## config.mk

```make
export PLATFORM = sky130hd
export DESIGN_NAME = rmv_div
export DESIGN_NICKNAME = d
export VERILOG_FILES = /design/src/hw/rtl/rmv_pkg.sv /design/src/hw/rtl/rmv_div.sv
export SDC_FILE = /design/constraint.sdc
export NUM_CORES = 1
export LEC_CHECK = 0
export ABC_AREA = 1
export BUFFER_PORTS_ARGS = -buffer_cell sky130_fd_sc_hd__buf_4
export CORE_UTILIZATION = 35
export CTS_CLUSTER_DIAMETER = 150
export DETAILED_ROUTE_END_ITERATION = 8
export PLACE_DENSITY_LB_ADDON = 0.08
export SETUP_SLACK_MARGIN = 0.02
export SYNTH_ARGS = -nofsm -noshare
export SYNTH_HDL_FRONTEND = slang
export SYNTH_SLANG_ARGS = --single-unit
```

## constraint.sdc

```tcl
create_clock -name clk -period 3 [get_ports clk]
set_clock_uncertainty 0.15 [all_clocks]
set_input_delay 0.6 -clock clk [delete_from_list [all_inputs] [get_ports clk]]
set_output_delay 0.6 -clock clk [all_outputs]
set_load 0.01 [all_outputs]
```

## src/hw/rtl/rmv_pkg.sv

```systemverilog
// Shared types for the running mean / variance / min / max block.
// Used by rmv_front, rmv_div, rmv_back and the top level.
`default_nettype none
package rmv_pkg;

	localparam logic ACT_SAMPLE = 1'b0;
	localparam logic ACT_MERGE = 1'b1;

	typedef struct packed {
		logic              k_zero;
		logic signed [31:0] omean;
		logic [31:0]       k;
		logic [63:0]       ospread;
		logic signed [31:0] olow;
		logic signed [31:0] ohigh;
	} item_t;

	typedef struct packed {
		logic        start;
		logic [32:0] hi;
		logic [63:0] lo;
		logic [32:0] den;
	} div_req_t;

	typedef struct packed {
		logic        done;
		logic [63:0] quo;
	} div_rsp_t;

	typedef enum logic [3:0] {
		ST_IDLE,
		ST_DIFF,
		ST_MUL_STEP,
		ST_DIV_STEP,
		ST_WAIT_STEP,
		ST_MUL_SQ,
		ST_MUL_NK,
		ST_MUL_WIDE,
		ST_DIV_TERM,
		ST_WAIT_TERM,
		ST_UPDATE,
		ST_DIV_VAR,
		ST_WAIT_VAR,
		ST_SQRT,
		ST_DONE
	} state_t;

	localparam int unsigned QUEUE_DEPTH = 2;
	localparam int unsigned IN_DATA_BITS = 192;
	localparam int unsigned OUT_DATA_BITS = 232;

endpackage
`default_nettype wire

```

## src/hw/rtl/rmv_div.sv

```systemverilog
// Radix-2 restoring divider: 64 quotient bits of (hi:lo)/den, one bit per cycle.
// Depends on rmv_pkg; hi must be below den.
`default_nettype none
module rmv_div (
	input  wire logic        clk,
	input  wire logic        arst_n,
	input  rmv_pkg::div_req_t req,
	output rmv_pkg::div_rsp_t rsp
);

	logic        busy_q;
	logic        done_q;
	logic [5:0]  cnt_q;
	logic [32:0] rem_q;
	logic [63:0] sh_q;
	logic [32:0] den_q;
	logic [33:0] rem_sh;
	logic        ge;

	assign rem_sh = {rem_q, sh_q[63]};
	assign ge = (rem_sh >= {1'b0, den_q});
	assign rsp.done = done_q;
	assign rsp.quo = sh_q;

	always_ff @(posedge clk) begin
		if (req.start) begin
			rem_q <= req.hi;
			sh_q <= req.lo;
			den_q <= req.den;
		end else if (busy_q) begin
			rem_q <= ge ? 33'(rem_sh - {1'b0, den_q}) : rem_sh[32:0];
			sh_q <= {sh_q[62:0], ge};
		end
	end

	always_ff @(posedge clk or negedge arst_n) begin
		if (!arst_n) begin
			busy_q <= 1'b0;
			done_q <= 1'b0;
			cnt_q <= '0;
		end else begin
			done_q <= busy_q && (cnt_q == '1);
			if (req.start) begin
				busy_q <= 1'b1;
				cnt_q <= '0;
			end else if (busy_q) begin
				cnt_q <= cnt_q + 6'd1;
				if (cnt_q == '1) begin
					busy_q <= 1'b0;
				end
			end
		end
	end

endmodule
`default_nettype wire

```

; Yosys cells after proc, flatten, opt, wreduce, memory -nomap -nowiden
; Cells that the tools add are included.
[word_totals]
ff_bits = 138
inputBits = 133
out_inout_bits = 65
elab_cells = 22
[op_classes]
n_addsub = 2
magnitude_cmp = 1
n_eq_ne = 1
muxes = 10
n_reduce_logical = 2
[ops]
columns = op, count
row1 = 64-bit 2-to-1 mux, 2
row2 = 33-bit 2-to-1 mux, 3
row3 = 34-bit by 33-bit >= comparator with 1-bit output, 1
row4 = 33-bit subtractor, 1
row5 = 6-bit 2-to-1 mux, 2
row6 = 6-bit by 1-bit adder with 6-bit output (second input constant), 1
row7 = 6-bit equality test (second input constant), 1
row8 = 1-bit 2-to-1 mux, 3
row9 = 2-bit nonzero test, 1
row10 = 1-bit logical AND, 1

; Longest topological paths before layout
[logic_depth]
ltp_word = 4
depth_mapped = 17
ltp_nobuf = 16

; Least setup slack after synthesis
; OpenSTA, ideal clock, no wires.
[synth_timing]
path_type = input -> register
start = in req[130] (netlist bit)
end = reg rem_q[0] (enable)
setup_time_ns = 0.913
arrival_time_ns = 2.604
t_required_ns = 1.937
setup_slack_ns = -0.667
path_stages = 3
path_buffers = 1
path_cell_list = inv_1 > clkbuf_1 > nand2_1
[synth_via]
elab_chain_len = 1
[synth_rtl]
columns = item, line_no
row1 = "start, declared", rmv_div.sv:7  ; input rmv_pkg::div_req_t req,
row2 = 2-bit nonzero test (no source line), --
row3 = "end signal, assigned", rmv_div.sv:27  ; rem_q <= req.hi;
row4 = "end signal, assigned", rmv_div.sv:31  ; rem_q <= ge ? 33'(rem_sh - {1'b0, den_q}) : rem_sh[32:0];
row5 = "end, declared", rmv_div.sv:14  ; logic [32:0] rem_q;
; Every way passes these cells.
; A chain may end at the register's enable or synchronous reset.

; Final worst setup path
[layout_timing]
start = reg rem_q[22]
end = reg rem_q[4], data pin
[layout_via]
elab_chain_len = 4
[layout_rtl]
columns = item, line_no
row1 = 34-bit by 33-bit >= comparator with 1-bit output, rmv_div.sv:21  ; assign ge = (rem_sh >= {1'b0, den_q});
row2 = 33-bit 2-to-1 mux, rmv_div.sv:31
row3 = 33-bit 2-to-1 mux, rmv_div.sv:30  ; end else if (busy_q) begin
row4 = 33-bit 2-to-1 mux, rmv_div.sv:26  ; if (req.start) begin
; Every way passes these cells. The select of a mux whose other input is x is not followed.

==> metrics <==
worst skew pair latency=0.43 ns; core area=approximately 24000 um2; Yosys reg bits=138; DR pass1 iterations=5; CP Class=flip-flop to flip-flop; Netlist cell types=32; Sink Count=about 140; largest family of logic cells by synthesized area=simple AND/OR/NAND/NOR gates; Post-Synth Adder-Cell Area=0.05081; # nets final=~1500; Detail Placement HPWL=18520 um; routed wire length=25180 um; Num CTS Buffers=17; Mapped Nets=between 1000 and 1500; Arr. time, crit path=2.74 ns; cell taking the most area after synthesis=edfxtp_1; layout cells sized above 1=0.1843; drt drc=0; CTS tree=done; Design Power=0.009289 W; MaxCap Viol Count=0; post-CTS resize count=0; setup_tns=0 ns; global-route wire length before repair=roughly 40000 um; ys async rst share=0.05797; Final setup viols=0; Die Y=between 150 and 200 um; endpoint class of the critical path=flip-flop; Tightest Pin Transition=0.7797 ns; hold-fix buffers at CTS=1; crit path time final=2.716 ns; clock root buffer=clkbuf_16; vias per cell=4.563; post-synthesis mux area share=0; Syn Inst Count=approximately 1200; fmax=368.2 MHz; 1st-iter DRT viols=492; final hold slack=0.1935 ns; grt ovf=0; Placer Congestion=0.8954; GRT Resource Usage Total=0.2049; Worst Slack Setup Final=0.2840 ns; final period utilization=0.9053; Mapped Area=around 8800 um2; Commonest cells post-synth=nand2_1 (589), inv_1 (178), edfxtp_1 (130), nand3_1 (58), nor2_1 (49); RSZ-0062 raised after global routing=no; initial antenna violation count=0; largest net degree at the start of global routing=134; Post-CTS Setup Inserts=0; number of global-route vias before repair=7915; # diodes=0; path category of the worst min-delay check=input port to flip-flop; Worst-path clk slew=about 0.070 ns; maximum fanout along the worst path=20; Slew headroom=0.4802; worst vdd ir=0.3614 mV; Yosys top cell area share=0.4453; Initial Util=0.3583; htree depth=4; most common cell in the synthesized netlist=nand2_1; WL/cell=14.70 um; top cells by area, synth=edfxtp_1 (45%), nand2_1 (25%), inv_1 (7.6%), ha_1 (4.9%), nand3_1 (3.3%); Avg Inst Size Synth=7.422 um2; Synth Area in XOR/XNOR=0.01499; Die Wd=between 150 and 200 um; status=finished, final reports clean; post-synthesis simple-gate area fraction=0.3583; WP data required=approximately 3.0 ns; Max Slew Vio Count=0; post-route antenna net violation count=0; Area Growth Syn to Fin=27.80%; leak pwr=6.012 nW; Port Buffers=197; I/O pin count=between 150 and 200; Seq/Total Area, Yosys=0.4682; Post-synth EDFFs=between 100 and 150; post-synthesis compound-gate area fraction=0.01342; num rows=57; Power Density=829.2 nW/um2; dominant synthesized flop cell=edfxtp_1; Fin. Hold Viols=0; Ys Warns=0; CP startpoint kind=flip-flop; full die area=25680 um2; Setup WS pre-CTS=between 0.2 and 0.3 ns; clk buf depth=2; Via Count=7816
-- power breakdown --
group / switching (W) / leakage, nW / total, W / internal (W)
sequential: 0.000198 / 1.48 / 0.00276 / 0.00256
clock: 0.00102 / 0.282 / 0.00213 / 0.00111
combinational: 0.00275 / 4.25 / 0.00440 / 0.00165
total: 0.00396 / 6.01 / 0.00929 / 0.00533
-- flip-flops by register name, summed over array words and instances (netlist names) --
register,flops
den_q,33
cnt_q,6
rem_q,33
sh_q,64
busy_q,1
done_q,1
-- critical path: stages (launching register included) --
cell and delay, ns:
edfxtp_1 0.41, ha_1 0.43, nand2_1 0.12, nor2_1 0.29, nand2_1 0.15, nor2_1 0.13
and3_2 0.22, nor2_4 0.05, nand2_8 0.13, buf_12 0.17, nand2_1 0.07, nand3_1 0.07
nand2_1 0.06
-- worst paths after layout --
path	startpoint	to	cells past startpoint	slack [ns]
max in group asynchronous	arst_n	cnt_q[5]	2	2.19
worst min register to register	cnt_q[3]	cnt_q[3]	1	0.38
worst max register to register	rem_q[22]	rem_q[4]	12	0.28
worst max-delay path	rem_q[22]	rem_q[4]	12	0.28
min in group asynchronous	arst_n	busy_q	2	0.38
worst min-delay path	req[13]	den_q[13]	1	0.19
-- metrics by stage --
| stage | instance area, um2 | utilization | cells |
|---|---|---|---|
| CTS | 11200 | 0.4580 | 1713 |
| floorplan | 8768 | - | 1181 |
| finish | 11200 | 0.4580 | 1713 |
| detailed placement | 10620 | 0.4339 | 1680 |
| global placement | 10620 | 0.4339 | 1680 |
| global route | 11200 | 0.4580 | 1713 |
-- layer usage --
metal | wire length [um] | track usage
met1 | 11550 | 0.2618
met2 | 11450 | 0.3344
met3 | 1930 | 0.06571
met4 | 252 | 0.05022
met5 | 0 | 0
-- layout by cell type, fill, tap and decap left out, types with 2 or more instances in the layout --
cell,count
a21oi_1,18
and2_1,9
buf_12,3
buf_4,203
clkbuf_16,17
clkinv_1,2
clkinv_8,2
dfrtp_1,8
edfxtp_1,130
ha_1,34
inv_1,177
inv_2,3
inv_6,5
inv_8,5
nand2_1,588
nand2_2,4
nand2_4,2
nand3_1,58
nand3b_1,25
nand4_1,6
nor2_1,49
nor2_2,5
nor3_1,6
o21ai_0,4
xnor2_1,14
-- layout make-up --
cell class / count / area [um2]
clock buffer: 17 / 425.4
clock inverter: 15 / 152.6
fill: 2483 / 13260
inverter: 181 / 679.4
multi-input combinational: 831 / 3842
sequential: 138 / 4104
tap: 324 / 405.4
timing repair buffer: 207 / 1594
-- cells by family after synthesis --
kind of cell	count (synthesis)
AND/OR/NAND/NOR	758
adder cells (fa/ha/maj)	35
AO/OA/AOI/OAI	23
flip-flops	138
buffers and inverters	212
XOR/XNOR	15
(Power assumes the default switching activity.)
