[src/hw/rtl/rmv_pkg.sv]
// Shared types for the running mean / variance / min / max block.
// Used by rmv_front, rmv_div, rmv_back and the top level.
`default_nettype none
package rmv_pkg;

	localparam logic ACT_SAMPLE = 1'b0;
	localparam logic ACT_MERGE = 1'b1;

	typedef struct packed {
		logic              k_zero;
		logic signed [31:0] omean;
		logic [31:0]       k;
		logic [63:0]       ospread;
		logic signed [31:0] olow;
		logic signed [31:0] ohigh;
	} item_t;

	typedef struct packed {
		logic        start;
		logic [32:0] hi;
		logic [63:0] lo;
		logic [32:0] den;
	} div_req_t;

	typedef struct packed {
		logic        done;
		logic [63:0] quo;
	} div_rsp_t;

	typedef enum logic [3:0] {
		ST_IDLE,
		ST_DIFF,
		ST_MUL_STEP,
		ST_DIV_STEP,
		ST_WAIT_STEP,
		ST_MUL_SQ,
		ST_MUL_NK,
		ST_MUL_WIDE,
		ST_DIV_TERM,
		ST_WAIT_TERM,
		ST_UPDATE,
		ST_DIV_VAR,
		ST_WAIT_VAR,
		ST_SQRT,
		ST_DONE
	} state_t;

	localparam int unsigned QUEUE_DEPTH = 2;
	localparam int unsigned IN_DATA_BITS = 192;
	localparam int unsigned OUT_DATA_BITS = 232;

endpackage
`default_nettype wire

[src/hw/rtl/rmv_front.sv]
// Front end: accepts input transactions, classifies the action and queues the item.
// Depends on rmv_pkg.
`default_nettype none
module rmv_front #(
	parameter int SAMPLE_BITS = 32
) (
	input  wire logic                  clk,
	input  wire logic                  arst_n,
	input  wire logic                  in_valid,
	output logic                       in_ready,
	input  wire logic                  action,
	input  wire logic [31:0]           value,
	input  wire logic [31:0]           item_count,
	input  wire logic [63:0]           other_spread,
	input  wire logic [31:0]           other_low,
	input  wire logic [31:0]           other_high,
	output logic                       q_valid,
	output rmv_pkg::item_t             q_item,
	input  wire logic                  pop
);

	rmv_pkg::item_t item_q [rmv_pkg::QUEUE_DEPTH];
	rmv_pkg::item_t cls;
	logic           wr_ptr_q;
	logic           rd_ptr_q;
	logic [1:0]     fill_q;
	logic signed [31:0] x;
	logic           push;

	always_comb begin
		x = 32'($signed(value[SAMPLE_BITS-1:0]));
		cls.k_zero = (item_count == '0);
		cls.omean = x;
		cls.k = item_count;
		if (action == rmv_pkg::ACT_MERGE) begin
			cls.ospread = other_spread;
			cls.olow = 32'($signed(other_low[SAMPLE_BITS-1:0]));
			cls.ohigh = 32'($signed(other_high[SAMPLE_BITS-1:0]));
		end else begin
			cls.ospread = '0;
			cls.olow = x;
			cls.ohigh = x;
		end
	end

	assign in_ready = (fill_q != 2'(rmv_pkg::QUEUE_DEPTH));
	assign push = in_valid && in_ready;
	assign q_valid = (fill_q != '0);
	assign q_item = item_q[rd_ptr_q];

	always_ff @(posedge clk) begin
		if (push) begin
			item_q[wr_ptr_q] <= cls;
		end
	end

	always_ff @(posedge clk or negedge arst_n) begin
		if (!arst_n) begin
			wr_ptr_q <= 1'b0;
			rd_ptr_q <= 1'b0;
			fill_q <= '0;
		end else begin
			if (push) begin
				wr_ptr_q <= ~wr_ptr_q;
			end
			if (pop) begin
				rd_ptr_q <= ~rd_ptr_q;
			end
			fill_q <= fill_q + 2'(push) - 2'(pop);
		end
	end

endmodule
`default_nettype wire

[config.mk]
export PLATFORM = sky130hd
export DESIGN_NAME = rmv_front
export DESIGN_NICKNAME = d
export VERILOG_FILES = /design/src/hw/rtl/rmv_pkg.sv /design/src/hw/rtl/rmv_front.sv
export SDC_FILE = /design/constraint.sdc
export NUM_CORES = 1
export LEC_CHECK = 0
export BUFFER_PORTS_ARGS = -buffer_cell sky130_fd_sc_hd__buf_2
export CAP_MARGIN = 10
export CORE_UTILIZATION = 58
export CTS_CLUSTER_DIAMETER = 40
export DETAILED_ROUTE_END_ITERATION = 16
export PLACE_DENSITY = 0.87
export SETUP_SLACK_MARGIN = 0.3
export SKIP_LAST_GASP = 1
export SYNTH_ARGS = -nofsm -noshare
export SYNTH_HDL_FRONTEND = slang
export SYNTH_SLANG_ARGS = --single-unit
[constraint.sdc]
create_clock -name clk -period 16.9 [get_ports clk]
set_clock_uncertainty 0.1 [all_clocks]
set_input_delay 0.845 -clock clk [delete_from_list [all_inputs] [get_ports clk]]
set_output_delay 0.845 -clock clk [all_outputs]
set_load 0.01 [all_outputs]
=== Word-level counts from Yosys, hierarchy flattened ===
Memory sizes are Yosys's and may differ from the RTL's.
Cells that the tools add are included.

* Register bits after elaboration: 4
* RAM bits: 386
* Output and inout bits: 195
* Word-level logic and storage cells: 15
* Memories kept: 1

{| class="wikitable"
|+ Memories
! name !! words !! bits a word !! rd ports !! clocked after memory_dff !! write ports !! line !! text
|-
| item_q || 2 || 193 || 1 || 0 || 1 || rmv_front.sv:22 || <nowiki>rmv_pkg::item_t item_q [rmv_pkg::QUEUE_DEPTH];</nowiki>
|}

* Add/sub/neg operators: 2
* Equality and inequality tests: 1
* Muxes and demuxes: 3
* Bitwise logic cells: 2
* Reduce and logical (&&, ||, !) cells: 3

{| class="wikitable"
|+ Operators with widths
! cell !! count
|-
| $mux W128 || 1
|-
| $logic_not A32 Y1 || 1
|-
| $add A2 B1 Y2 || 1
|-
| $mux W1 || 2
|-
| $ne A2 B2 Y1 const B || 1
|-
| $not A1 Y1 || 2
|-
| $reduce_bool A2 Y1 || 1
|-
| $sub A2 B1 Y2 || 1
|-
| $logic_and A1 B1 Y1 || 1
|}

=== Longest topological paths before layout ===
* Word-level depth: 4
* Depth in mapped cells: 5

=== Worst setup path before layout ===
Ideal clock, no wire load.

* Path type: input -> register
* Start point: in in_valid
* End point: mem item_q[0][0] (netlist bit), enable pin
* Library setup time: 0.749 ns
* Arrival: 8.954 ns
* Data required time: 16.051 ns
* Setup slack: 7.096 ns
* Cell stages on the path: 2
* Buffers on the path: 0
* Cell sequence: nand2_1 -> nor2_1

* Word-level cells in the longest chain between the ends: 3

{| class="wikitable"
|+ RTL lines
! what !! line !! text
|-
| start: declaration || rmv_front.sv:9 || <nowiki>input wire logic in_valid,</nowiki>
|-
| $logic_and A1 B1 Y1 || rmv_front.sv:47 || <nowiki>assign push = in_valid && in_ready;</nowiki>
|-
| $mux W1 || rmv_front.sv:52 || <nowiki>if (push) begin</nowiki>
|-
| $mux W1 (implied by the code) || rmv_front.sv:53 || <nowiki>item_q[wr_ptr_q] <= cls;</nowiki>
|-
| end: declaration || rmv_front.sv:22 ||
|}

Every way passes these cells.

==> metrics.md <==
| Metric | Value |
|---|---|
| Run status | completed |
| Synthesized area per cell | about 18 um2 |
| Cell variety after synth | 22 |
| Number of flops mapped to enable cells by yosys | 386 |
| Worst hold path cell count | 1 |
| FF+latch area | 11700 um2 |
| Largest net degree at the start of global routing | just under 200 |
| Combinational power share | between 30 and 40% |
| Multi-input logic area | around 4000 um2 |
| Grt ovf | 0 |
| Arr. time, crit path | approximately 3.5 ns |
| Crit path cell chain | buf_4 > buf_4 > mux2_2 > buf_2 |
| Synth top area cells | edfxtp_1 (72%), mux2_4 (15%), nand2_1 (3.0%), and2_1 (2.5%), mux2_2 (2.3%) |
| Max Cap Viol | 0 |
| Cell with the most instances after synthesis | edfxtp_1 |
| Fin. max-slew vios | 0 |
| TritonCTS clock tree | built |
| Final period util | between 20% and 30% |
| Flops & latches, synth | 390 |
| Die X | 168.2 um |
| Flop2flop setup slack | between 10 and 15 ns |
| DR DRC count | 0 |
| Top FF cell, synth | edfxtp_1 |
| Pwr/cell area | between 150 and 200 nW/um2 |
| Mapped Area | about 16000 um2 |
| Die Height | ~170 um |
| Switching share of power | 29.20% |
| Slew @ Worst Pin | 1.137 ns |
| Worst-path fanout max | 64 |
| Clk pwr share | roughly 28% |
| Setup TNS Final | 0 ns |
| CP peak stage delay | ~0.94 ns |
| H-tree depth | 2 |
| HP Start | value[12] |
| Async SR Flop Fraction | just over 1% |
| IO Pins | roughly 390 |
| Reg-to-Reg End | item_q[1][60] |
| Sequential power share | roughly two fifths |
| Leakage power | 0.008137 uW |
| CTS Root Cell | clkbuf_16 |
| Filler cells | between 1500 and 2000 |
| Fin nets | about 1500 |
| Cell taking the most area after synthesis | edfxtp_1 |
| Post-synth top area share | slightly above 70% |
| Final Wtd Congestion | 0.8613 |
| Slew headroom | between 20% and 30% |
| Row cnt | 60 |
| Resized Gates After CTS | 0 |
| Pint | about 2400 uW |
| Layout cells sized above 1 | 50.91% |
| First-pass GRT wire length | 49780 um |
| Area Overhead vs Synth | 23.05% |
| Vias in the first global route | 9255 |
| Setup-failing EPs final | 0 |
| RSZ-0062 raised after global routing | no |
| Tot GR Track Use | around a quarter |
| Drt pass-1 iters | 6 |
| Wire per inst | slightly above 20 um |
| Initial antenna violation count | 8 |
| Worst path slowest cell | buf_4 |
| Overall power | between 3000 and 4000 uW |
| Utilization of the core after routing | between 70% and 80% |
| Iter 0 DRT Violations | approximately 640 |
| CP Launch Type | register |
| Via/cell ratio | roughly 5.4 |
| Ys Warns | 0 |
| Clock Sinks | 390 |
| Clock-pin slew on the worst setup and hold paths | ~0.060 ns |
| Worst-case hold path end point | item_q[1][172] |
| Seq/Total Area, Yosys | ~73% |
| Routed via count | 8957 |
| Most used cell, CP | buf_4 |
| Core area | 27030 um2 |
| Final Critical Period | roughly 4.5 ns |
| Sw Pwr | about 1000 uW |
| Postcts setup bufs | 0 |
| Top cell types by occurrence after synthesis | edfxtp_1 (386), mux2_4 (160), nand2_1 (129) |
| Antenna Nets Post-Route | 0 |
| Kind of end point of the critical path | primary output |
| Synth Net Count | around 1100 |
| RR Startpoint | fill_q[1] |
| Longest Clk Path Bufs | 3 |
| CP startpoint | rd_ptr_q |
| Hold_buf cts | 1 |
| Die ar. | about 28000 um2 |
| Register-to-Register Path Depth | 3 |
| Post-Syn Instances | 870 |
| Hold slack | between 0.4 and 0.5 ns |
| CTS Buf Count | 47 |
| Initial Util | roughly three fifths |
| Post-detail-place hpwl | between 20000 and 25000 um |
| Clock Latency Late Sink | 0.54 ns |
| Number of I/O port buffers | 391 |
| Peak VDD IR | approximately 0.00029 V |
| Worst path required time | 15.95 ns |
| Final Hold Vio Count | 0 |
| Wirelength, routed | about 34000 um |
| HP Class | in -> reg |
| Max Clk Rate | approximately 220 MHz |
| Worst Setup Path Type | reg -> out |
sequential cells by signal (all words and copies together), names as in the netlist:
| name | flops |
|---|---|
| wr_ptr_q | 1 |
| rd_ptr_q | 1 |
| item_q | 386 |
| fill_q | 2 |
cell usage in the layout (no fill, tap or decap), types with 2 or more instances in the layout:
cell	n
nand2_1	129
mux2_4	160
dfrtp_1	3
nand4_1	2
edfxtp_1	386
diode_2	6
inv_8	2
clkbuf_16	48
inv_6	3
nand2b_1	33
nor4_1	8
buf_2	390
clkinvlp_4	7
xnor2_1	3
bufinv_16	3
clkinv_1	5
mux2_2	33
clkinv_2	5
and2_1	64
clkbuf_1	6
clkinv_4	4
buf_4	7
cell type report:
type                    count  share of cell area (%)
clock buffers              54                   6.208
diodes                      6                 0.07617
multi-input cells         441                   20.45
flip-flops and latches    390                   59.33
clock inverters            30                   1.454
repair buffers            399                   10.32
well taps                 341                   2.165
critical path, delay by kind of cell, from the launching register on:
family / cells / cell delay [ns]
buf+inv: 3 / 1.88
flops: 1 / 0.59
mux: 1 / 0.43
metrics by stage:
step	cells	area [um2]	setup WS, ns
final	1661	19710	12.41
after global routing	1657	19700	12.24
after CTS	1655	19700	12.34
after detailed placement	1570	18180	12.95
after global placement	1570	18180	13.06
after floorplan	870	16020	7.096
power groups by stage:
stage / Sequential (uW) / Combinational [uW] / Clock [uW]
6_report: 1410 / 1060 / 954
5_1_grt: 1430 / 1120 / 1010
4_1_cts: 1410 / 1070 / 971
3_5_place_dp: 1430 / 1060 / 0
3_3_place_gp: 1420 / 1040 / 0
2_1_floorplan: 1450 / 758 / 0
per-layer routing:
metal / vias up / GRT usage, % / routed length [um]
met2: 410 / 41.83 / 17710
li1: 4074 / - / -
met5: - / 0 / 52
met3: 101 / 6.629 / 2685
met1: 4364 / 25.83 / 12110
met4: 8 / 10.79 / 1288
how the worst max path moves through the flow:
stage / endpoint
2_1_floorplan: item_q[0][0]
3_3_place_gp: q_item[192]
3_5_place_dp: q_item[12]
4_1_cts: q_item[6]
5_1_grt: q_item[9]
6_report: q_item[12]
cells by family (layout without fill, tap and decap cells):
logic type               Yosys count  count (layout)  synth area share (%)
flip-flops                       390             390                 72.98
other                              0               6                     0
buffers and inverters             39             483                 1.937
AND/OR/NAND/NOR                  241             241                 7.373
adder cells (fa/ha/maj)            1               1               0.07809
AO/OA/AOI/OAI                      2               2               0.09370
multiplexers                     193             193                 17.32
XOR/XNOR                           4               4                0.2187
Note: power is estimated with default switching activity, not from simulation.
